**config.mk**
```make
export PLATFORM = sky130hd
export DESIGN_NAME = xoshiro256pp_bounded_random
export DESIGN_NICKNAME = d
export VERILOG_FILES = /design/src/design/xbr_pkg.sv /design/src/design/xbr_front.sv /design/src/design/xbr_queue.sv /design/src/design/xbr_back.sv /design/src/design/xoshiro256pp_bounded_random.sv
export SDC_FILE = /design/constraint.sdc
export NUM_CORES = 2
export LEC_CHECK = 0
export BUFFER_PORTS_ARGS = -buffer_cell sky130_fd_sc_hd__buf_2
export CAP_MARGIN = 20
export CORE_MARGIN = 1
export CORE_UTILIZATION = 57
export DETAILED_ROUTE_END_ITERATION = 8
export GPL_ROUTABILITY_DRIVEN = 0
export GPL_TIMING_DRIVEN = 0
export PLACE_DENSITY_LB_ADDON = 0.05
export SLEW_MARGIN = 20
export SYNTH_ARGS = -nofsm -noshare
export SYNTH_HDL_FRONTEND = slang
export SYNTH_SLANG_ARGS = --single-unit
```
**constraint.sdc**
```tcl
create_clock -name clk -period 15.3 [get_ports clk]
set_input_delay 4.59 -clock clk [delete_from_list [all_inputs] [get_ports clk]]
set_output_delay 4.59 -clock clk [all_outputs]
set_load 0.1 [all_outputs]
```
**src/design/xbr_pkg.sv**
```systemverilog
// --------------------------------------------------------------------------
// xbr_pkg
// constants and types of the bounded xoshiro256++ generator
// --------------------------------------------------------------------------
package xbr_pkg;

  localparam logic [63:0] GOLDEN_GAMMA = 64'h9e3779b97f4a7c15;
  localparam logic [63:0] MIX_MUL_A    = 64'hbf58476d1ce4e5b9;
  localparam logic [63:0] MIX_MUL_B    = 64'h94d049bb133111eb;

  typedef struct packed {
    logic [63:0] raw;
    logic [31:0] bound;
  } q_item_t;

endpackage

```
**src/design/xbr_front.sv**
```systemverilog
// --------------------------------------------------------------------------
// xbr_front
// seed expansion, state advance and draw issue into the queue
// --------------------------------------------------------------------------
module xbr_front import xbr_pkg::*; (
  input  logic        clk,
  input  logic        rst_n,
  input  logic        cfg_valid,
  output logic        cfg_ready,
  input  logic [63:0] cfg_seed,
  input  logic        in_valid,
  output logic        in_stall,
  input  logic [31:0] in_bound,
  output logic        q_push,
  output q_item_t     q_item,
  input  logic        q_full
);

  typedef enum logic [3:0] {
    ST_IDLE = 4'b0001,
    ST_MUL1 = 4'b0010,
    ST_MUL2 = 4'b0100,
    ST_GEN  = 4'b1000
  } state_t;

  state_t      state_r, state_nxt;
  logic        seeded_r;
  logic [63:0] seed_r, acc_r, z_r, prod_r;
  logic [1:0]  mcnt_r, widx_r;
  logic [31:0] bound_r;
  logic [63:0] w_r [4];

  logic        accept, cfg_wr;
  logic [63:0] acc_nxt, kmul, psum;
  logic [31:0] mul_a, mul_b;
  logic [63:0] prod;
  logic [63:0] t, raw, n0, n1, n2, n3;

  assign cfg_ready = (state_r == ST_IDLE);
  assign cfg_wr    = cfg_valid && cfg_ready;
  assign in_stall  = (state_r != ST_IDLE) || q_full;
  assign accept    = in_valid && !in_stall;

  assign kmul  = (state_r == ST_MUL2) ? MIX_MUL_B : MIX_MUL_A;
  assign mul_a = (mcnt_r == 2'd1) ? z_r[63:32] : z_r[31:0];
  assign mul_b = (mcnt_r == 2'd2) ? kmul[63:32] : kmul[31:0];
  assign prod  = 64'(mul_a) * 64'(mul_b);
  assign psum  = (mcnt_r == 2'd0) ? prod : prod_r + {prod[31:0], 32'd0};

  assign acc_nxt = (accept ? seed_r : acc_r) + GOLDEN_GAMMA;

  // xoshiro256++ output and update
  assign t   = w_r[0] + w_r[3];
  assign raw = {t[40:0], t[63:41]} + w_r[0];
  assign n2  = w_r[2] ^ w_r[0];
  assign n3  = w_r[3] ^ w_r[1];
  assign n1  = w_r[1] ^ n2;
  assign n0  = w_r[0] ^ n3;

  assign q_push       = (accept && seeded_r) || (state_r == ST_GEN);
  assign q_item.raw   = raw;
  assign q_item.bound = (state_r == ST_GEN) ? bound_r : in_bound;

  always_comb begin
    state_nxt = state_r;
    case (state_r)
      ST_IDLE: if (accept && !seeded_r) state_nxt = ST_MUL1;
      ST_MUL1: if (mcnt_r == 2'd2) state_nxt = ST_MUL2;
      ST_MUL2: if (mcnt_r == 2'd2) state_nxt = (widx_r == 2'd3) ? ST_GEN : ST_MUL1;
      ST_GEN:  state_nxt = ST_IDLE;
      default: state_nxt = ST_IDLE;
    endcase
  end

  always_ff @(posedge clk) begin
    if (!rst_n) begin
      state_r  <= ST_IDLE;
      seeded_r <= 1'b0;
      seed_r   <= '0;
      mcnt_r   <= '0;
      widx_r   <= '0;
    end else begin
      state_r <= state_nxt;
      if (cfg_wr) begin
        seed_r   <= cfg_seed;
        seeded_r <= 1'b0;
      end
      case (state_r)
        ST_IDLE: begin
          mcnt_r <= '0;
          widx_r <= '0;
        end
        ST_MUL1, ST_MUL2: begin
          mcnt_r <= (mcnt_r == 2'd2) ? 2'd0 : mcnt_r + 2'd1;
          if (state_r == ST_MUL2 && mcnt_r == 2'd2) begin
            widx_r <= widx_r + 2'd1;
            if (widx_r == 2'd3) seeded_r <= 1'b1;
          end
        end
        default: mcnt_r <= '0;
      endcase
    end
  end

  always_ff @(posedge clk) begin
    if (accept) bound_r <= in_bound;
    if (accept && !seeded_r) begin
      acc_r <= acc_nxt;
      z_r   <= acc_nxt ^ (acc_nxt >> 30);
    end
    if (state_r == ST_MUL1 || state_r == ST_MUL2) prod_r <= psum;
    if (state_r == ST_MUL1 && mcnt_r == 2'd2) z_r <= psum ^ (psum >> 27);
    if (state_r == ST_MUL2 && mcnt_r == 2'd2) begin
      w_r[widx_r] <= psum ^ (psum >> 31);
      acc_r       <= acc_nxt;
      z_r         <= acc_nxt ^ (acc_nxt >> 30);
    end
    if (q_push) begin
      w_r[0] <= n0;
      w_r[1] <= n1;
      w_r[2] <= n2 ^ {w_r[1][46:0], 17'd0};
      w_r[3] <= {n3[18:0], n3[63:19]};
    end
  end

endmodule

```
**src/design/xbr_queue.sv**
```systemverilog
// --------------------------------------------------------------------------
// xbr_queue
// two-entry queue between issue and reduction
// --------------------------------------------------------------------------
module xbr_queue import xbr_pkg::*; (
  input  logic    clk,
  input  logic    rst_n,
  input  logic    push,
  input  q_item_t push_item,
  output logic    full,
  input  logic    pop,
  output q_item_t pop_item,
  output logic    empty
);

  q_item_t    mem_r [2];
  logic       wp_r, rp_r;
  logic [1:0] cnt_r;

  assign full     = (cnt_r == 2'd2);
  assign empty    = (cnt_r == 2'd0);
  assign pop_item = mem_r[rp_r];

  always_ff @(posedge clk) begin
    if (!rst_n) begin
      wp_r  <= 1'b0;
      rp_r  <= 1'b0;
      cnt_r <= '0;
    end else begin
      if (push) wp_r <= !wp_r;
      if (pop)  rp_r <= !rp_r;
      cnt_r <= cnt_r + 2'(push) - 2'(pop);
    end
  end

  always_ff @(posedge clk) begin
    if (push) mem_r[wp_r] <= push_item;
  end

endmodule

```
**src/design/xbr_back.sv**
```systemverilog
// --------------------------------------------------------------------------
// xbr_back
// radix-4 restoring modulo and output register
// --------------------------------------------------------------------------
module xbr_back import xbr_pkg::*; (
  input  logic        clk,
  input  logic        rst_n,
  input  logic        q_empty,
  input  q_item_t     q_item,
  output logic        q_pop,
  output logic        out_valid,
  input  logic        out_stall,
  output logic [63:0] out_raw_value,
  output logic [31:0] out_bounded_value
);

  logic        busy_r, ovalid_r;
  logic [4:0]  cnt_r;
  logic [63:0] raw_r, dvd_r;
  logic [31:0] bound_r, rem_r, oval_r;
  logic [63:0] oraw_r;
  logic [32:0] s1, s2;
  logic [31:0] r1, r2;
  logic        done, out_free;

  assign s1 = {rem_r, dvd_r[63]};
  assign r1 = (s1 >= {1'b0, bound_r}) ? 32'(s1 - {1'b0, bound_r}) : s1[31:0];
  assign s2 = {r1, dvd_r[62]};
  assign r2 = (s2 >= {1'b0, bound_r}) ? 32'(s2 - {1'b0, bound_r}) : s2[31:0];

  assign out_free = !ovalid_r || !out_stall;
  assign done     = busy_r && (cnt_r == 5'd0) && out_free;
  assign q_pop    = !busy_r && !q_empty;

  assign out_valid         = ovalid_r;
  assign out_raw_value     = oraw_r;
  assign out_bounded_value = oval_r;

  always_ff @(posedge clk) begin
    if (!rst_n) begin
      busy_r   <= 1'b0;
      ovalid_r <= 1'b0;
      cnt_r    <= '0;
    end else begin
      if (ovalid_r && !out_stall) ovalid_r <= 1'b0;
      if (q_pop) begin
        busy_r <= 1'b1;
        cnt_r  <= 5'd31;
      end else if (done) begin
        busy_r   <= 1'b0;
        ovalid_r <= 1'b1;
      end else if (busy_r && cnt_r != 5'd0) begin
        cnt_r <= cnt_r - 5'd1;
      end
    end
  end

  // the last two dividend bits are reduced as the result is registered
  always_ff @(posedge clk) begin
    if (q_pop) begin
      raw_r   <= q_item.raw;
      dvd_r   <= q_item.raw;
      bound_r <= q_item.bound;
      rem_r   <= '0;
    end else if (busy_r && cnt_r != 5'd0) begin
      rem_r <= r2;
      dvd_r <= {dvd_r[61:0], 2'b00};
    end
    if (done) begin
      oraw_r <= raw_r;
      oval_r <= (bound_r == 32'd0) ? 32'd0 : r2;
    end
  end

endmodule

```
**src/design/xoshiro256pp_bounded_random.sv**
```systemverilog
// --------------------------------------------------------------------------
// xoshiro256pp_bounded_random
// xoshiro256++ draws with splitmix64 seeding and a modulo by the bound
// --------------------------------------------------------------------------
// usage
//   cfg_valid/cfg_ready/cfg_seed writes the 64-bit seed; ready only while
//   the front is idle. a write marks the generator unseeded.
//   in_valid/in_stall/in_bound requests one draw; out_valid/out_stall
//   returns out_raw_value and out_bounded_value (raw mod bound, 0 for 0).
//   the first draw after a seed write goes through seed expansion:
//   four splitmix64 steps, each two 64-bit products built from three
//   32x32 partial products in one shared multiplier.
//   a seeded draw enters the queue in the cycle it is taken; the back end
//   reduces modulo the bound two quotient bits a cycle, the last step
//   waiting while a stalled result holds the output register, and takes
//   the next draw from the queue only once the last one is reduced.
//   the two-entry queue lets draws be taken while the divider works.
//   reset clears the seed to 0 and the seeded flag; no clearing pass.
//   a stalled result holds in the output register; once the queue fills,
//   in_stall rises.
// --------------------------------------------------------------------------
module xoshiro256pp_bounded_random import xbr_pkg::*; (
  input  logic        clk,
  input  logic        rst_n,
  input  logic        cfg_valid,
  output logic        cfg_ready,
  input  logic [63:0] cfg_seed,
  input  logic        in_valid,
  output logic        in_stall,
  input  logic [31:0] in_bound,
  output logic        out_valid,
  input  logic        out_stall,
  output logic [63:0] out_raw_value,
  output logic [31:0] out_bounded_value
);

  logic    q_push, q_full, q_pop, q_empty;
  q_item_t q_in, q_out;

  xbr_front u_front (
    .clk       (clk),
    .rst_n     (rst_n),
    .cfg_valid (cfg_valid),
    .cfg_ready (cfg_ready),
    .cfg_seed  (cfg_seed),
    .in_valid  (in_valid),
    .in_stall  (in_stall),
    .in_bound  (in_bound),
    .q_push    (q_push),
    .q_item    (q_in),
    .q_full    (q_full)
  );

  xbr_queue u_queue (
    .clk       (clk),
    .rst_n     (rst_n),
    .push      (q_push),
    .push_item (q_in),
    .full      (q_full),
    .pop       (q_pop),
    .pop_item  (q_out),
    .empty     (q_empty)
  );

  xbr_back u_back (
    .clk               (clk),
    .rst_n             (rst_n),
    .q_empty           (q_empty),
    .q_item            (q_out),
    .q_pop             (q_pop),
    .out_valid         (out_valid),
    .out_stall         (out_stall),
    .out_raw_value     (out_raw_value),
    .out_bounded_value (out_bounded_value)
  );

endmodule

```
=== Word level (Yosys, flattened, before mapping) ===
Memories as Yosys holds them, arrays and structs flattened. A register that Yosys moved wholly into a read port is not among the register bits.
Cells that the tools add are included.
W data, S select, Z words.

* Register bits: 596
* RAM bits: 448
* Input port bits: 101
* Output and inout bits: 99
* Memories: 2

* Add/subtract/negate cells: 11
* Multiply operators: 1
* $lt $le $gt $ge: 2
* Eq/ne operators: 14
* Multiplexer cells: 43
* Bitwise operators: 10
* Reduce and logical (&&, ||, !) cells: 39

{| class="wikitable"
|+ Memory list
! name !! depth !! bits a word !! rd ports !! clocked after Yosys merged registers in !! wr ports !! line !! RTL
|-
| u_front.w_r || 4 || 64 || 4 || 0 || 4 || xbr_front.sv:31 || <nowiki>logic [63:0] w_r [4];</nowiki>
|-
| u_queue.mem_r || 2 || 96 || 1 || 1 || 1 || xbr_queue.sv:16 || <nowiki>q_item_t mem_r [2];</nowiki>
|}

{| class="wikitable"
|+ Operators by type and width
! kind !! number
|-
| $mux W64 || 10
|-
| $xor A64 B64 Y64 || 5
|-
| $add A64 B64 Y64 || 3
|-
| $mux W32 || 5
|-
| $ge A33 B32 Y1 || 2
|-
| $add A64 B64 Y64 const B || 1
|-
| $mul A32 B32 Y64 || 1
|-
| $reduce_or A64 Y1 || 1
|-
| $sub A32 B32 Y32 || 2
|-
| $xor A64 B33 Y64 || 1
|-
| $xor A64 B34 Y64 || 1
|-
| $xor A64 B37 Y64 || 1
|-
| $mux W62 || 1
|-
| $logic_not A32 Y1 || 1
|-
| $mux W1 || 16
|-
| $mux W4 || 4
|-
| $mux W5 || 3
|-
| $pmux W4 S3 || 1
|-
| $logic_and A1 B1 Y1 || 11
|-
| $logic_not A1 Y1 || 8
|-
| $ne A2 B2 Y1 const B || 4
|-
| $reduce_bool A2 Y1 || 4
|-
| $eq A2 B2 Y1 const B || 3
|-
| $logic_not A5 Y1 || 1
|-
| 22 further kinds || 30
|}

=== Longest topological paths before layout ===
* Depth after elaboration: 10
* Mapped depth: 46

=== Modules after synthesis ===
From an unflattened synthesis, not the netlist that was laid out.

* Cells, all modules: 8485
* Area, all modules: 88965.3 sq um

{| class="wikitable"
|+ Modules (own cells, without submodules)
! module !! instances !! cells an instance !! area each (sq um) !! seq. area each (sq um)
|-
| xbr_front || 1 || 7007 || 67188.2 || 15875.2
|-
| xbr_back || 1 || 1158 || 14423.8 || 8468.1
|-
| xbr_queue || 1 || 320 || 7353.3 || 5865.6
|}

=== Least setup slack after synthesis ===
OpenSTA, ideal clock, no wires.

* Kind: input to register
* Start point: input port in_valid
* End point: register u_front.z_r[0], enable pin
* Data arrival time: 12300 ps
* Path slack: 2571 ps
* Stages on the path: 9
* Cells stage by stage: nand3_4 -> buf_6 -> buf_2 -> buf_2 -> buf_1 -> clkbuf_1 -> clkbuf_1 -> o21ai_0 -> nand2b_1

* Word-level cells in the longest chain between the ends: 3

{| class="wikitable"
|+ Ends and longest elaborated chain
! item !! line !! RTL
|-
| from (decl) || xoshiro256pp_bounded_random.sv:28 || <nowiki>input logic in_valid,</nowiki>
|-
| $logic_and A1 B1 Y1 || xbr_front.sv:42 || <nowiki>assign accept = in_valid && !in_stall;</nowiki>
|-
| $logic_and A1 B1 Y1 || xbr_front.sv:107 || <nowiki>if (accept && !seeded_r) begin</nowiki>
|-
| $reduce_bool A3 Y1 (no source line) || -- ||
|-
| to (signal assigned) || xbr_front.sv:109 || <nowiki>z_r <= acc_nxt ^ (acc_nxt >> 30);</nowiki>
|-
| to (signal assigned) || xbr_front.sv:112 || <nowiki>if (state_r == ST_MUL1 && mcnt_r == 2'd2) z_r <= psum ^ (psum >> 27);</nowiki>
|-
| to (signal assigned) || xbr_front.sv:116 || <nowiki>z_r <= acc_nxt ^ (acc_nxt >> 30);</nowiki>
|-
| to (decl) || xbr_front.sv:28 || <nowiki>logic [63:0] seed_r, acc_r, z_r, prod_r;</nowiki>
|}

Every way passes these cells.
A chain may end at the register's enable or synchronous reset.

==> metrics <==
CP peak stage delay=0.84 ns; most used cell, CP=fa_1; Synth area leaders=edfxtp_1, fa_1, ha_1; clk sinks=1,045; Finished Cell Area=0.0970 sq mm; Setup Viol. Count Final=0; Worst Path Arrival=15.49 ns; Max Transition Viols Final=0; syn avg cell area=10.5 sq um; post-route ant nets=0; FFs w/ async S/R, synth=0%; CTS tree=done; Placed Cells=10,700; crit-path max FO=11; grt total ovfl=0; synth warn=0; post-CTS setup buffer count=0; most frequent cell after synthesis=inv_1; setup TNS=0 ns; Placed Instance Area=0.0932 sq mm; crit path time final=15.09 ns; Slew headroom=14.2%; H-tree Lvls=3; share of the synthesized area in the top cell type=31.5%; Max Cap Violations=0; largest net degree at the start of global routing=52; Port Buffers=198; Final Hold Viols=0; crit path max-delay cell type=or4b_1; Via Count=67,500; status=finished clean; Yosys top cell by area=edfxtp_1; CP Capture Type=register; initial antenna violation count=17; Core Area=0.154 sq mm; Mapped Area=0.0883 sq mm; number of flops mapped to enable cells by yosys=928; maximum clock path buffer count=3; Mapped Nets=9,917; Max Clock Freq=66.3 MHz; layout cells sized above 1=9.01%; distinct cell type count of the synthesized netlist=102; Main synth FF type=edfxtp_1; final core utilization=62.9%; root buf cell=clkbuf_16; Post-synth top cells=inv_1, edfxtp_1, fa_1; WL/cell=26.8 um; RSZ-0062 raised after global routing=false; Residual DRC=0; hold crit path type=register to register; CTS Buf Count=109; Req. time, crit path=15.70 ns; fin crit share=98.6%; Rows=144; area delta synth->final=9.76%; initial core utilization=57.3%; Skew-Pair Late Insertion Delay=0.78 ns; Pre-antenna DRT Iters=7; vias in the first global route=66,900; WL final=292,000 um; crit start category=register; Worst Max-Slew Pin Slew=1.29 ns; mean number of vias per cell=6.18; sequential share of the synthesized area=34.2%; worst setup path class=register to register; Iter 0 DRT Violations=8,194; first-pass GRT wire length=432,000 um; Die Ht=396 um; Final #Nets=10,300; gr usage total=37.4%; post-synthesis cell count=8,423; Clock transition at path regs=0.07 ns; HPWL after detailed placement=237,000 um; Finished Layout Cells=10,900; flops & latches, synth=1,045; Die Wd=396 um; Die ar.=0.157 sq mm; fillers=12,700; Clock Skews=0.0864 ns; io pins=200
-- critical path: cells and delay by family (launching register included) --
family                     cells  cell delay (ns)
AOI/OAI and AO/OA             10             3.22
xor gates and xnor gates       2             0.44
adders and majority gates     11             5.38
buffers and inverters         12             3.46
DFF                            1             0.35
and+or+nand+nor                7             1.84
-- final cells by class --
type	count	area, sq um	area share [%]
repair buffers	248	2070	2.14
inverters	1117	4200	4.33
clock buffers	131	2850	2.94
well taps	2044	2560	2.64
clock inverters	75	847	0.874
plain buffers	294	1180	1.22
diodes	6	15.0	0.0155
multi-input cells	5967	53000	54.7
flip-flops and latches	1045	30200	31.2
-- registers in the layout, indices dropped and copies added, names as in the netlist, 32 cells and up, named ones only --
| register | count |
|---|---|
| u_front.seed_r | 64 |
| u_front.acc_r | 64 |
| u_back.out_bounded_value | 32 |
| u_back.rem_r | 32 |
| u_back.out_raw_value | 64 |
| u_front.w_r | 256 |
| u_front.prod_r | 64 |
| u_queue.mem_r | 192 |
| u_back.raw_r | 64 |
| u_front.z_r | 64 |
| u_front.bound_r | 32 |
| u_back.dvd_r | 64 |
| u_back.bound_r | 32 |
-- per-stage QoR --
step,hold WS [ns],setup WS [ns]
global placement,0.401,-1.59
CTS,0.377,0.164
finish,0.382,0.209
floorplan,0.400,2.57
detailed placement,0.405,0.205
global route,0.389,0.0318
-- cell usage in the layout (no fill, tap or decap), drive strengths merged, types with 16 or more instances in the layout --
cell type     n
a211oi       45
clkbuf      366
buf         307
a211o        17
nand2b       67
dfxtp       117
nor2b        40
o21a         58
nor4         25
and3         32
or2          30
nor3        104
mux2        234
xor2        270
xnor2       493
clkinv       66
nand2       630
o22ai        16
o21bai       47
and2         68
o211ai       43
or3          25
mux2i       131
o21ai       465
ha          562
fa          831
nand4        60
a31oi        45
o31ai        24
a21o        151
a21oi       439
inv        1109
nor2        611
nand3       104
edfxtp      928
a21boi       91
-- per-layer routing --
metal / up-vias / wire length [um] / global-route usage, %
li1: 29300 / - / -
met2: 4064 / 126000 / 55.6
met5: - / 78 / 0
met4: 14 / 17000 / 17.4
met3: 828 / 35000 / 10.7
met1: 33300 / 115000 / 50.4
-- logic make-up after synthesis --
kind of cell / count (synthesis) / synth area share, %
AND/OR/NAND/NOR: 1865 / 9.61
XOR/XNOR: 766 / 7.69
AO/OA/AOI/OAI: 1578 / 11.1
adder cells (fa/ha/maj): 1393 / 26.8
multiplexers: 365 / 4.50
buffers and inverters: 1411 / 6.07
flip-flops: 1045 / 34.2
-- timing repair --
action / CTS / global route
gates resized for setup: 0 / 6
hold buffers: 0 / 0
endpoints found under the setup margin: 0 / 59
-- final timing paths --
kind | startpoint | end | slack (ns) | depth (start not counted)
setup reg to reg | u_front.state_r[3]$_SDFFE_PN0P_ | u_front.w_r[0][60]$_DFFE_PP_ | 0.21 | 42
hold / removal | u_back.raw_r[0]$_DFFE_PP_ | u_back.out_raw_value[0]$_DFFE_PP_ | 0.38 | 0
hold reg to reg | u_back.raw_r[0]$_DFFE_PP_ | u_back.out_raw_value[0]$_DFFE_PP_ | 0.38 | 0
setup / recovery | u_front.state_r[3]$_SDFFE_PN0P_ | u_front.w_r[0][60]$_DFFE_PP_ | 0.21 | 42
Power is left out: the tool's default activity adds up to more than one toggle a clock period on the data nets, which glitch-free logic cannot reach.
